[config.mk]
export PLATFORM = sky130hd
export DESIGN_NAME = stack_machine_executor_unit
export DESIGN_NICKNAME = d
export VERILOG_FILES = /design/src/hdl/smx_pkg.sv /design/src/hdl/smx_cell.sv /design/src/hdl/smx_div.sv /design/src/hdl/stack_machine_executor_unit.sv
export SDC_FILE = /design/constraint.sdc
export NUM_CORES = 2
export LEC_CHECK = 0
export BUFFER_PORTS_ARGS = -buffer_cell sky130_fd_sc_hd__buf_2
export CORE_ASPECT_RATIO = 1.25
export CORE_MARGIN = 2
export CORE_UTILIZATION = 50
export CTS_CLUSTER_SIZE = 10
export DETAILED_ROUTE_END_ITERATION = 10
export HOLD_SLACK_MARGIN = 0.05
export PLACE_DENSITY_LB_ADDON = 0.05
export SKIP_LAST_GASP = 1
export SYNTH_ARGS = -nofsm -noshare
export SYNTH_HDL_FRONTEND = slang
export SYNTH_SLANG_ARGS = --single-unit
[constraint.sdc]
create_clock -name clk_i -period 14.1 [get_ports clk_i]
set_clock_uncertainty 0.2 [all_clocks]
set_input_delay 1.41 -clock clk_i [delete_from_list [all_inputs] [get_ports clk_i]]
set_output_delay 1.41 -clock clk_i [all_outputs]
set_load 0.005 [all_outputs]
[src/hdl/smx_pkg.sv]
// Shared types and constants for the stack machine executor.
`timescale 1ns / 1ps
package smx_pkg;

  localparam logic [3:0] OP_NOP   = 4'd0;
  localparam logic [3:0] OP_PUSH  = 4'd1;
  localparam logic [3:0] OP_POP   = 4'd2;
  localparam logic [3:0] OP_ADD   = 4'd3;
  localparam logic [3:0] OP_SUB   = 4'd4;
  localparam logic [3:0] OP_MULT  = 4'd5;
  localparam logic [3:0] OP_DIV   = 4'd6;
  localparam logic [3:0] OP_PRINT = 4'd7;
  localparam logic [3:0] OP_PUTS  = 4'd8;
  localparam logic [3:0] OP_RESET = 4'd9;

  localparam logic [1:0] KIND_NONE  = 2'd0;
  localparam logic [1:0] KIND_PRINT = 2'd1;
  localparam logic [1:0] KIND_LINE  = 2'd2;

  localparam logic [1:0] ERR_OK    = 2'd0;
  localparam logic [1:0] ERR_UNDER = 2'd1;
  localparam logic [1:0] ERR_OVER  = 2'd2;
  localparam logic [1:0] ERR_DIVZ  = 2'd3;

  localparam logic signed [31:0] Q_MAX = 32'sh7FFF_FFFF;
  localparam logic signed [31:0] Q_MIN = 32'sh8000_0000;

  typedef struct packed {
    logic        [3:0]  opcode;
    logic signed [31:0] operand;
  } smx_in_t;

  typedef struct packed {
    logic        [1:0]  kind;
    logic signed [31:0] value;
    logic        [1:0]  error;
    logic        [15:0] step_count;
  } smx_out_t;

  // Per-cell move select: take the upper neighbor (push) or the lower one (pop).
  typedef struct packed {
    logic take_prev;
    logic take_next;
  } smx_cell_ctrl_t;

  typedef enum logic [1:0] {
    ST_IDLE,
    ST_MUL,
    ST_DIV,
    ST_DFIN
  } smx_state_e;

endpackage

[src/hdl/smx_cell.sv]
// One stack entry cell; shifts toward the top or the bottom of the stack.
`timescale 1ns / 1ps
module smx_cell import smx_pkg::*; (
  input  logic               clk_i,
  input  smx_cell_ctrl_t     ctrl_i,
  input  logic signed [31:0] prev_i,
  input  logic signed [31:0] next_i,
  output logic signed [31:0] data_o
);

  logic signed [31:0] data_q;

  always_ff @(posedge clk_i) begin
    if (ctrl_i.take_prev) begin
      data_q <= prev_i;
    end else if (ctrl_i.take_next) begin
      data_q <= next_i;
    end
  end

  assign data_o = data_q;

endmodule

[src/hdl/smx_div.sv]
// Restoring divider, one quotient bit per cycle, unsigned magnitudes.
`timescale 1ns / 1ps
module smx_div import smx_pkg::*; (
  input  logic        clk_i,
  input  logic        rst_ni,
  input  logic        start_i,
  input  logic [31:0] dividend_i,
  input  logic [15:0] divisor_i,
  output logic        done_o,
  output logic [31:0] quot_o
);

  logic [16:0] rem_q, rem_d;
  logic [31:0] quo_q, quo_d;
  logic [15:0] dvs_q;
  logic [4:0]  cnt_q;
  logic        busy_q;
  logic        done_q;
  logic [16:0] rem_sh;
  logic        ge;

  always_comb begin
    rem_sh = {rem_q[15:0], quo_q[31]};
    ge     = rem_sh >= {1'b0, dvs_q};
    rem_d  = ge ? (rem_sh - {1'b0, dvs_q}) : rem_sh;
    quo_d  = {quo_q[30:0], ge};
  end

  always_ff @(posedge clk_i or negedge rst_ni) begin
    if (!rst_ni) begin
      busy_q <= 1'b0;
      done_q <= 1'b0;
      cnt_q  <= '0;
    end else begin
      done_q <= 1'b0;
      if (start_i) begin
        busy_q <= 1'b1;
        cnt_q  <= '0;
      end else if (busy_q) begin
        cnt_q <= cnt_q + 5'd1;
        if (cnt_q == 5'd31) begin
          busy_q <= 1'b0;
          done_q <= 1'b1;
        end
      end
    end
  end

  always_ff @(posedge clk_i) begin
    if (start_i) begin
      rem_q <= '0;
      quo_q <= dividend_i;
      dvs_q <= divisor_i;
    end else if (busy_q) begin
      rem_q <= rem_d;
      quo_q <= quo_d;
    end
  end

  assign done_o = done_q;
  assign quot_o = quo_q;

endmodule

[src/hdl/stack_machine_executor_unit.sv]
// Top level of the stack machine executor: control, row of stack cells, ALU.
//
// Channel | Direction | Handshake                 | Payload
// --------+-----------+---------------------------+----------------------
// in      | into unit | in_valid_i / in_stall_o   | in_data_i  (smx_in_t)
// out     | from unit | out_valid_o / out_stall_i | out_data_o (smx_out_t)
//
// Most instructions write their result into the output register at the edge
// that accepts the request. MULT registers the 32x32 product before the shift
// and saturation. DIV runs the 32-step restoring divider. Reset empties the
// stack and clears the counter with no clearing pass. A stalled output holds
// the unit: no new request is taken while a finished result cannot move out.
`timescale 1ns / 1ps
module stack_machine_executor_unit import smx_pkg::*; #(
  parameter int STACK_DEPTH = 16
) (
  input  logic     clk_i,
  input  logic     rst_ni,
  input  logic     in_valid_i,
  output logic     in_stall_o,
  input  smx_in_t  in_data_i,
  output logic     out_valid_o,
  input  logic     out_stall_i,
  output smx_out_t out_data_o
);

  localparam int FW = $clog2(STACK_DEPTH + 1);

  // Saturate wide signed results into the Q16.16 range.
  function automatic logic signed [31:0] sat34(input logic signed [33:0] v);
    logic signed [31:0] r;
    if (v > 34'(Q_MAX)) begin
      r = Q_MAX;
    end else if (v < 34'(Q_MIN)) begin
      r = Q_MIN;
    end else begin
      r = v[31:0];
    end
    return r;
  endfunction

  function automatic logic signed [31:0] sat48(input logic signed [47:0] v);
    logic signed [31:0] r;
    if (v > 48'(Q_MAX)) begin
      r = Q_MAX;
    end else if (v < 48'(Q_MIN)) begin
      r = Q_MIN;
    end else begin
      r = v[31:0];
    end
    return r;
  endfunction

  smx_state_e         state_q, state_d;
  logic [FW-1:0]      fill_q, fill_d;
  logic [15:0]        cnt_q, cnt_d;
  smx_out_t           out_q, out_d;
  logic               out_valid_q;
  logic               out_we;
  logic signed [63:0] prod_q;
  logic               prod_we;
  logic               neg_q;
  logic               div_start;
  logic               div_done;
  logic [31:0]        div_quot;

  logic               accept;
  logic               out_ready;
  logic               shift_dn, shift_up, merge;
  logic signed [31:0] head_val;
  logic signed [31:0] cell_data [STACK_DEPTH];
  smx_cell_ctrl_t     cell_ctrl [STACK_DEPTH];

  logic signed [31:0] opa, opb;
  logic signed [15:0] ntr;
  logic [31:0]        a_mag;
  logic [15:0]        n_mag;
  logic signed [47:0] prod_sh;
  logic signed [32:0] quo_s;
  logic signed [31:0] div_res;
  logic               empty, below_two, full;

  // ---------------------------------------------------------------------------
  // Operand taps: the top of stack sits in cell 0, the entry below it in cell 1.
  // ---------------------------------------------------------------------------
  assign opa = cell_data[1];
  assign opb = cell_data[0];

  // Integer part of the top operand, truncated toward zero.
  assign ntr = opb[31:16] + {15'd0, (opb[31] && (opb[15:0] != 16'd0))};

  assign a_mag = opa[31] ? (32'd0 - opa) : opa;
  assign n_mag = ntr[15] ? (16'd0 - ntr) : ntr;

  // Arithmetic shift right by 16 floors the product.
  assign prod_sh = prod_q[63:16];

  always_comb begin
    quo_s = neg_q ? (33'sd0 - $signed({1'b0, div_quot})) : $signed({1'b0, div_quot});
    // Only most negative by minus one overflows; clamp it to the maximum.
    div_res = (quo_s > 33'(Q_MAX)) ? Q_MAX : quo_s[31:0];
  end

  assign empty     = (fill_q == '0);
  assign below_two = (fill_q < FW'(2));
  assign full      = (fill_q == FW'(STACK_DEPTH));

  assign out_ready  = !out_valid_q || !out_stall_i;
  assign in_stall_o = (state_q != ST_IDLE) || !out_ready;
  assign accept     = in_valid_i && !in_stall_o;

  // ---------------------------------------------------------------------------
  // Next state
  // ---------------------------------------------------------------------------
  always_comb begin
    state_d = state_q;
    unique case (state_q)
      ST_IDLE: begin
        if (accept && !below_two) begin
          if (in_data_i.opcode == OP_MULT) begin
            state_d = ST_MUL;
          end else if (in_data_i.opcode == OP_DIV && ntr != 16'sd0) begin
            state_d = ST_DIV;
          end
        end
      end
      ST_MUL: begin
        if (out_ready) begin
          state_d = ST_IDLE;
        end
      end
      ST_DIV: begin
        if (div_done) begin
          state_d = ST_DFIN;
        end
      end
      ST_DFIN: begin
        if (out_ready) begin
          state_d = ST_IDLE;
        end
      end
      default: state_d = ST_IDLE;
    endcase
  end

  // ---------------------------------------------------------------------------
  // Datapath control: stack moves, counter, result and product register writes, divider start.
  // ---------------------------------------------------------------------------
  always_comb begin
    shift_dn  = 1'b0;
    shift_up  = 1'b0;
    merge     = 1'b0;
    head_val  = in_data_i.operand;
    fill_d    = fill_q;
    cnt_d     = cnt_q;
    out_we    = 1'b0;
    out_d     = '{kind: KIND_NONE, value: 32'sd0, error: ERR_OK, step_count: cnt_q};
    prod_we   = 1'b0;
    div_start = 1'b0;

    unique case (state_q)
      ST_IDLE: begin
        if (accept) begin
          out_we = 1'b1;
          cnt_d  = cnt_q + 16'd1;
          unique case (in_data_i.opcode) inside
            OP_PUSH: begin
              if (full) begin
                out_d.error = ERR_OVER;
              end else begin
                shift_dn = 1'b1;
                fill_d   = fill_q + FW'(1);
              end
            end
            OP_POP: begin
              if (empty) begin
                out_d.error = ERR_UNDER;
              end else begin
                shift_up = 1'b1;
                fill_d   = fill_q - FW'(1);
              end
            end
            OP_ADD, OP_SUB: begin
              if (below_two) begin
                out_d.error = ERR_UNDER;
              end else begin
                merge  = 1'b1;
                fill_d = fill_q - FW'(1);
                if (in_data_i.opcode == OP_ADD) begin
                  head_val = sat34(34'(opa) + 34'(opb));
                end else begin
                  head_val = sat34(34'(opa) - $signed({{2{ntr[15]}}, ntr, 16'd0}));
                end
              end
            end
            OP_MULT: begin
              if (below_two) begin
                out_d.error = ERR_UNDER;
              end else begin
                // Hold the result until the product is shifted and clamped.
                out_we  = 1'b0;
                prod_we = 1'b1;
              end
            end
            OP_DIV: begin
              if (below_two) begin
                out_d.error = ERR_UNDER;
              end else if (ntr == 16'sd0) begin
                out_d.error = ERR_DIVZ;
              end else begin
                out_we    = 1'b0;
                div_start = 1'b1;
              end
            end
            OP_PRINT: begin
              if (empty) begin
                out_d.error = ERR_UNDER;
              end else begin
                shift_up    = 1'b1;
                fill_d      = fill_q - FW'(1);
                out_d.kind  = KIND_PRINT;
                out_d.value = opb;
              end
            end
            OP_PUTS: begin
              if (empty) begin
                out_d.error = ERR_UNDER;
              end else begin
                out_d.kind  = KIND_LINE;
                out_d.value = opb;
              end
            end
            OP_RESET: begin
              cnt_d = 16'd1;
            end
            default: begin
            end
          endcase
          // A failed instruction leaves the counter alone.
          if (out_d.error != ERR_OK) begin
            cnt_d = cnt_q;
          end
          out_d.step_count = cnt_d;
        end
      end
      ST_MUL: begin
        if (out_ready) begin
          merge    = 1'b1;
          head_val = sat48(prod_sh);
          fill_d   = fill_q - FW'(1);
          out_we   = 1'b1;
        end
      end
      ST_DIV: begin
      end
      ST_DFIN: begin
        if (out_ready) begin
          merge    = 1'b1;
          head_val = div_res;
          fill_d   = fill_q - FW'(1);
          out_we   = 1'b1;
        end
      end
      default: begin
      end
    endcase
  end

  // ---------------------------------------------------------------------------
  // Row of stack cells. Push moves every entry one cell down, pop one cell up;
  // a binary operation drops the result into cell 0 and pulls the rest up
  // from cell 2 onward.
  // ---------------------------------------------------------------------------
  for (genvar gi = 0; gi < STACK_DEPTH; gi++) begin : g_cell
    logic signed [31:0] prev_val, next_val;

    if (gi == 0) begin : g_head
      assign prev_val = head_val;
      assign cell_ctrl[gi].take_prev = shift_dn || merge;
      assign cell_ctrl[gi].take_next = shift_up;
    end else begin : g_body
      assign prev_val = cell_data[gi-1];
      assign cell_ctrl[gi].take_prev = shift_dn;
      assign cell_ctrl[gi].take_next = shift_up || merge;
    end

    if (gi == STACK_DEPTH - 1) begin : g_tail
      assign next_val = '0;
    end else begin : g_link
      assign next_val = cell_data[gi+1];
    end

    smx_cell u_cell (
      .clk_i  (clk_i),
      .ctrl_i (cell_ctrl[gi]),
      .prev_i (prev_val),
      .next_i (next_val),
      .data_o (cell_data[gi])
    );
  end

  // Divider works on magnitudes; the sign is reapplied at the end.
  smx_div u_div (
    .clk_i      (clk_i),
    .rst_ni     (rst_ni),
    .start_i    (div_start),
    .dividend_i (a_mag),
    .divisor_i  (n_mag),
    .done_o     (div_done),
    .quot_o     (div_quot)
  );

  // ---------------------------------------------------------------------------
  // Registers
  // ---------------------------------------------------------------------------
  always_ff @(posedge clk_i or negedge rst_ni) begin
    if (!rst_ni) begin
      state_q     <= ST_IDLE;
      fill_q      <= '0;
      cnt_q       <= '0;
      out_valid_q <= 1'b0;
    end else begin
      state_q <= state_d;
      fill_q  <= fill_d;
      cnt_q   <= cnt_d;
      if (out_we) begin
        out_valid_q <= 1'b1;
      end else if (!out_stall_i) begin
        out_valid_q <= 1'b0;
      end
    end
  end

  always_ff @(posedge clk_i) begin
    if (out_we) begin
      out_q <= out_d;
    end
    if (prod_we) begin
      prod_q <= opa * opb;
    end
    if (div_start) begin
      neg_q <= opa[31] ^ ntr[15];
    end
  end

  assign out_valid_o = out_valid_q;
  assign out_data_o  = out_q;

  // ---------------------------------------------------------------------------
  // Assertions
  // ---------------------------------------------------------------------------
  a_fill_bound : assert property (@(posedge clk_i) disable iff (!rst_ni)
    fill_q <= FW'(STACK_DEPTH))
    else $error("stack fill beyond depth");

  a_err_no_kind : assert property (@(posedge clk_i) disable iff (!rst_ni)
    (out_valid_q && out_q.error != ERR_OK) |-> (out_q.kind == KIND_NONE))
    else $error("failed instruction carries output");

  a_div_start : assert property (@(posedge clk_i) disable iff (!rst_ni)
    div_start |=> (state_q == ST_DIV))
    else $error("divider started outside divide sequence");

  a_busy_stall : assert property (@(posedge clk_i) disable iff (!rst_ni)
    (state_q == ST_MUL || state_q == ST_DIV || state_q == ST_DFIN) |-> in_stall_o)
    else $error("request taken while an instruction is in flight");

endmodule
==> Yosys cells after proc, flatten, opt, wreduce, memory -nomap -nowiden <==
Index checks and enable logic that the tools add are counted.
{ "totals": {"inputBits": 40, "out_inout_bits": 54, "mem_count": 0, "latchBits": 0, "ramBits": 0, "regBits": 724, "rom_bits": 0} }
{ "op_classes": {"n_lt_le_gt_ge": 9, "n_shift": 0, "addsub": 11, "n_eq_ne": 24, "muxes": 117, "n_bitwise": 1, "reduce_logical": 32, "multipliers": 1, "div_mod_pow": 0} }
{ "ops": {"columns": ["operator", "n"], "rows": [
  ["2-to-1 mux 32 bit", 48],
  ["greater-than comparator 33 x 32 -> 1 bit (second input constant)", 3],
  ["one-hot mux 32 bit (3 select lines)", 1],
  ["2-to-1 mux 16 bit", 5],
  ["one-hot mux 34 bit (2 select lines)", 1],
  ["less-than comparator 33 x 32 -> 1 bit (second input constant)", 2],
  ["2-to-1 mux 33 bit", 2],
  ["multiplier 32 x 32 -> 64 bit", 1],
  ["greater-than comparator 48 x 32 -> 1 bit (second input constant)", 1],
  ["less-than comparator 48 x 32 -> 1 bit (second input constant)", 1],
  ["2-to-1 mux 5 bit", 7],
  ["2-to-1 mux 1 bit", 34],
  ["2-to-1 mux 34 bit", 1],
  ["adder 32 x 32 -> 33 bit", 1],
  ["subtractor 1 x 32 -> 33 bit (first input constant)", 1],
  ["subtractor 32 x 32 -> 33 bit", 1],
  ["nonzero test 16 bit", 2],
  ["subtractor 1 x 32 -> 32 bit (first input constant)", 1],
  ["2-to-1 mux 2 bit", 10],
  ["greater-or-equal comparator 17 x 16 -> 1 bit", 1],
  ["adder 16 x 1 -> 16 bit", 1],
  ["adder 16 x 1 -> 16 bit (second input constant)", 1],
  ["== test 4 x 3 -> 1 bit (second input constant)", 4],
  ["zero test 16 bit", 1],
  ["33 further kinds", 64]
]} }

==> Depth between registers and ports, before layout <==
{ "depth": {"ltp_word": 13, "depth_mapped": 33, "depth_no_buf": 30} }

==> Cells and area by module <==
A second synthesis with hierarchy kept.
{ "unflattened": {"cells_unflattened": 6545, "area_unflattened_um2": 74629.1} }
{ "by_module_without_submodules": {"columns": ["mod", "cells_each", "seq_area_each_um2", "instances", "area_each_um2"], "rows": [
  ["stack_machine_executor_unit", 5123, 3633.5, 1, 46706.0],
  ["smx_cell", 69, 960.9, 16, 1507.7],
  ["smx_div", 318, 1936.9, 1, 3799.9]
]} }

==> Worst setup path after synthesis <==
Ideal clock, no wire load.
{ "synth_timing": {"kind": "input to register", "startpoint": "input in_data_i[34] (netlist name)", "endpoint": "register g_cell[10].u_cell.data_q[0], enable pin", "arrival_ps": 12150, "slack_ps": 925, "setup_time_ps": 824, "cell_stages": 8, "required_ps": 13076, "path_cell_list": "clkbuf_1 > nor3_1 > nand2_1 > and3_1 > clkbuf_1 > o41a_1 > clkbuf_1 > inv_1"} }
{ "synth_between": {"elab_chain_len": 7} }
{ "synth_lines": {"columns": ["element", "line", "text"], "rows": [
  ["start, declared", "stack_machine_executor_unit.sv:21", "input smx_in_t in_data_i,"],
  ["== test 4 x 2 -> 1 bit or == test 4 x 3 -> 1 bit (tied branches)", null, null],
  ["OR reduction 2 bit, on equally long branches", null, null],
  ["2-to-1 mux 1 bit, on equally long branches", null, null],
  ["2-to-1 mux 1 bit", "stack_machine_executor_unit.sv:163", "if (accept) begin"],
  ["one-hot mux 1 bit (2 select lines) or 2-to-1 mux 1 bit (tied branches)", "stack_machine_executor_unit.sv:161", "unique case (state_q)"],
  ["logical OR 1 bit", "stack_machine_executor_unit.sv:284", "assign cell_ctrl[gi].take_next = shift_up || merge;"],
  ["nonzero test 2 bit (no line) (*)", null, null],
  ["end signal, assigned", "smx_cell.sv:15", "data_q <= prev_i;"],
  ["end signal, assigned", "smx_cell.sv:17", "data_q <= next_i;"],
  ["end, declared", "smx_cell.sv:11", "logic signed [31:0] data_q;"]
]} }
Every way passes the cells marked *; elsewhere a longest branch is shown, timed or not.
A chain may end at the register's enable or synchronous reset.

==> Worst setup path after layout <==
{ "layout_timing": {"startpoint": "register g_cell[1].u_cell.data_q[12]", "endpoint": "register prod_q[51] (data pin)"} }
{ "layout_between": {"elab_chain_len": 1} }
{ "layout_lines": {"columns": ["element", "line", "text"], "rows": [
  ["start, declared", "smx_cell.sv:11", null],
  ["start signal, assigned", "smx_cell.sv:15", null],
  ["start signal, assigned", "smx_cell.sv:17", null],
  ["multiplier 32 x 32 -> 64 bit", "stack_machine_executor_unit.sv:339", "prod_q <= opa * opb;"],
  ["end signal, assigned", "stack_machine_executor_unit.sv:339", null],
  ["end, declared", "stack_machine_executor_unit.sv:60", "logic signed [63:0] prod_q;"]
]} }
No other way between the ends.

==> summary.txt <==
Drt
  • Routed vias/inst: around 5.6
  • Final WL: about 210000 um
  • TritonRoute pass-1 iters: 6
  • DRT iter0 DRCs: around 4400
  • Wirelength per Cell: 22.1 um
  • Final ANT Viol Nets: 0
  • Drc violations: 0
  • Routed via count: about 53000

Finish
  • Layout cells sized above 1: 4.69%
  • Final Util: 53.4%
  • Area Overhead vs Synth: 6.38%
  • Fin area: about 0.077 sq mm
  • Fin nets: 8899

Placed design
  • IO buf count: 93
  • Post-Place Cell Area: between 0.07 and 0.08 sq mm
  • Hpwl dp: ~150000 um
  • Routability cong.: 0.921

Yosys
  • Synth cell types: between 80 and 90
  • Cells after synthesis: approximately 7700
  • Synth top area cells: fa_1 30%, edfxtp_1 27%, nand2_1 11%
  • Area leader, netlist: fa_1
  • Post-synth top area share: between 20% and 30%
  • Yosys reg bits: 708
  • Post-Syn Area: a little over 0.07 sq mm
  • Synth warn: 0
  • Async SR Flop Fraction: 4.38%
  • XOR/XNOR share of the synthesized area: approximately 2.5%
  • Largest family of logic cells by synthesized area: adder cells
  • Syn Nets: a little over 9000
  • Top FF cell, synth: edfxtp_1
  • Post-synthesis adder-cell area fraction: approximately 34%
  • Sequential fraction of the synthesis area: 28.9%
  • Synth Area in Compound Gates: between 6 and 7%
  • Post-synth EDFFs: around 660
  • Simple-Gate Fraction of Synth Area: 19.0%
  • Post-synthesis mux area share: 0.308%
  • Avg Inst Size Synth: roughly 9.4 sq um

CTS
  • PostCTS Resize Cnt: 0
  • CTS buffer count: between 80 and 90
  • Total clock sinks: roughly 710
  • CTS tree: done
  • Postcts setup bufs: 0
  • CTS Buffer Depth: 3
  • H-tree depth: 3
  • Clock-pin slew on the worst setup and hold paths: ~0.06 ns
  • Clk_lat worst skew: 0.73 ns
  • Root Buffer: clkbuf_16
  • Hold_buf cts: 0

STA
  • Slew @ Worst Pin: 1.39 ns
  • Max Fclk: 0.101 GHz
  • Min Tclk post-route: slightly below 10 ns
  • RSZ-0062 raised after global routing: no
  • Max-slew violations: 0
  • Tcrit/Tclk final: between 70% and 80%
  • Max-slew headroom: ~7.0%
  • Setup TNS: 0 ns
  • Final setup viols: 0
  • Hold Vio Cnt, Final: 0

GRT
  • Antenna violations before repair: 8
  • First-pass GRT wire length: 327000 um
  • Number of global-route vias before repair: around 56000
  • Largest net degree at the start of global routing: 228
  • Global route overflow: 0
  • GRT Total Usage: 29.1%

Setup path
  • CP Class: flip-flop to flip-flop
  • Arr. time, crit path: about 10 ns
  • CP max FO: 21
  • Setup crit start kind: flip-flop
  • Endpoint class of the critical path: flip-flop
  • Critical path required time: 14.36 ns

Floorplan
  • Core area: 0.144 sq mm
  • Die height: ~430 um
  • Initial core utilization: 50.2%
  • IO Count: 94
  • DIE AREA: 0.148 sq mm
  • Die X: ~340 um
  • # rows: about 160

Min path
  • HP Class: flip-flop to flip-flop

Outcome
  • Status: complete, no violations

Run
  • Max-Cap Viols: 0
## cells in the final DEF (no fill, tap or decap), types with 39 or more instances in the layout
cell type / count
nor2_1: 157
inv_1: 1101
buf_2: 93
a21o_1: 47
ha_1: 251
a31oi_1: 57
nand3_1: 74
fa_1: 1084
xor2_1: 98
and3_1: 61
edfxtp_1: 661
and2_1: 517
o21ai_0: 226
xnor2_1: 102
a21oi_1: 164
buf_4: 112
clkbuf_16: 88
nand4_1: 39
nand2_1: 2050
## cells in the mapped netlist, types with 39 or more instances
cell type	count
a21o_1	47
a21oi_1	166
a31oi_1	57
and2_1	518
and3_1	62
clkbuf_1	397
edfxtp_1	661
fa_1	1084
ha_1	251
inv_1	1102
nand2_1	2052
nand3_1	74
nand4_1	39
nor2_1	159
o21ai_0	226
xnor2_1	102
xor2_1	98
## area by class of cell
| class | count | area (sq um) |
|---|---|---|
| fill | 13400 | 67200 |
| sequential | 708 | 20900 |
| timing repair buffer | 209 | 1390 |
| antenna | 3 | 7.51 |
| inverter | 1106 | 4160 |
| clock inverter | 16 | 203 |
| clock buffer | 112 | 2310 |
| multi-input combinational | 5413 | 45600 |
| tap | 1896 | 2370 |
## state kept, by name (all words and copies together), names as in the netlist, 2 cells and up
register / flops
u_div.cnt_q: 5
out_data_o: 52
u_div.rem_q: 16
fill_q: 5
u_div.quot_o: 32
g_cell.u_cell.data_o: 512
state_q: 2
prod_q: 48
cnt_q: 16
u_div.dvs_q: 16
## cells by family after synthesis
family	Yosys count
AND/OR/NAND/NOR	3097
buffers and inverters	1554
adder cells (fa/ha/maj)	1336
AO/OA/AOI/OAI	755
flip-flops	708
XOR/XNOR	203
multiplexers	22
## final timing paths
path	startpoint	end	slack [ns]	cells after the start
max	g_cell[1].u_cell.data_o[12]	prod_q[51]	4.17	26
min	u_div.rem_q[15]	u_div.rem_q[15]	0.26	2
max reg2reg	g_cell[1].u_cell.data_o[12]	prod_q[51]	4.17	26
min reg2reg	u_div.rem_q[15]	u_div.rem_q[15]	0.26	2
max in group asynchronous	rst_ni	state_q[0]	12.66	1
min in group asynchronous	rst_ni	cnt_q[4]	0.55	1
## metrics by stage
| step | instances | hold slack (ns) | worst slack, ns |
|---|---|---|---|
| final | 9463 | 0.260 | 4.17 |
| after global routing | 9460 | 0.285 | 3.85 |
| after CTS | 9460 | 0.258 | 4.27 |
| after detailed placement | 9332 | 0.246 | 4.28 |
| after global placement | 9332 | 0.245 | 4.47 |
| after floorplan | 7675 | 0.226 | 0.925 |
## worst max-delay path, stage by stage, from the launching register on
cell and delay [ns]:
edfxtp_1 0.97, buf_4 0.47, ha_1 0.50, fa_1 0.50, inv_1 0.08, fa_1 0.43, fa_1 0.46, fa_1 0.54
inv_1 0.05, fa_1 0.56, fa_1 0.43, fa_1 0.49, inv_1 0.05, fa_1 0.47, inv_1 0.04, ha_1 0.36
a21o_1 0.20, a21o_1 0.17, a21oi_1 0.14, o21ai_0 0.10, a211oi_1 0.38, o221ai_1 0.18, a21oi_1 0.76, o21ai_0 0.39
a221oi_1 0.50, nand3b_1 0.17, a31oi_1 0.09
## routing by layer
layer,track usage (%),wire length (um)
met3,4.25,12600
met4,11.5,8950
met1,37.7,84900
met2,49.0,102000
met5,0,13
Power is left out: the tool's default activity adds up to more than one toggle a clock period on the data nets, which glitch-free logic cannot reach.
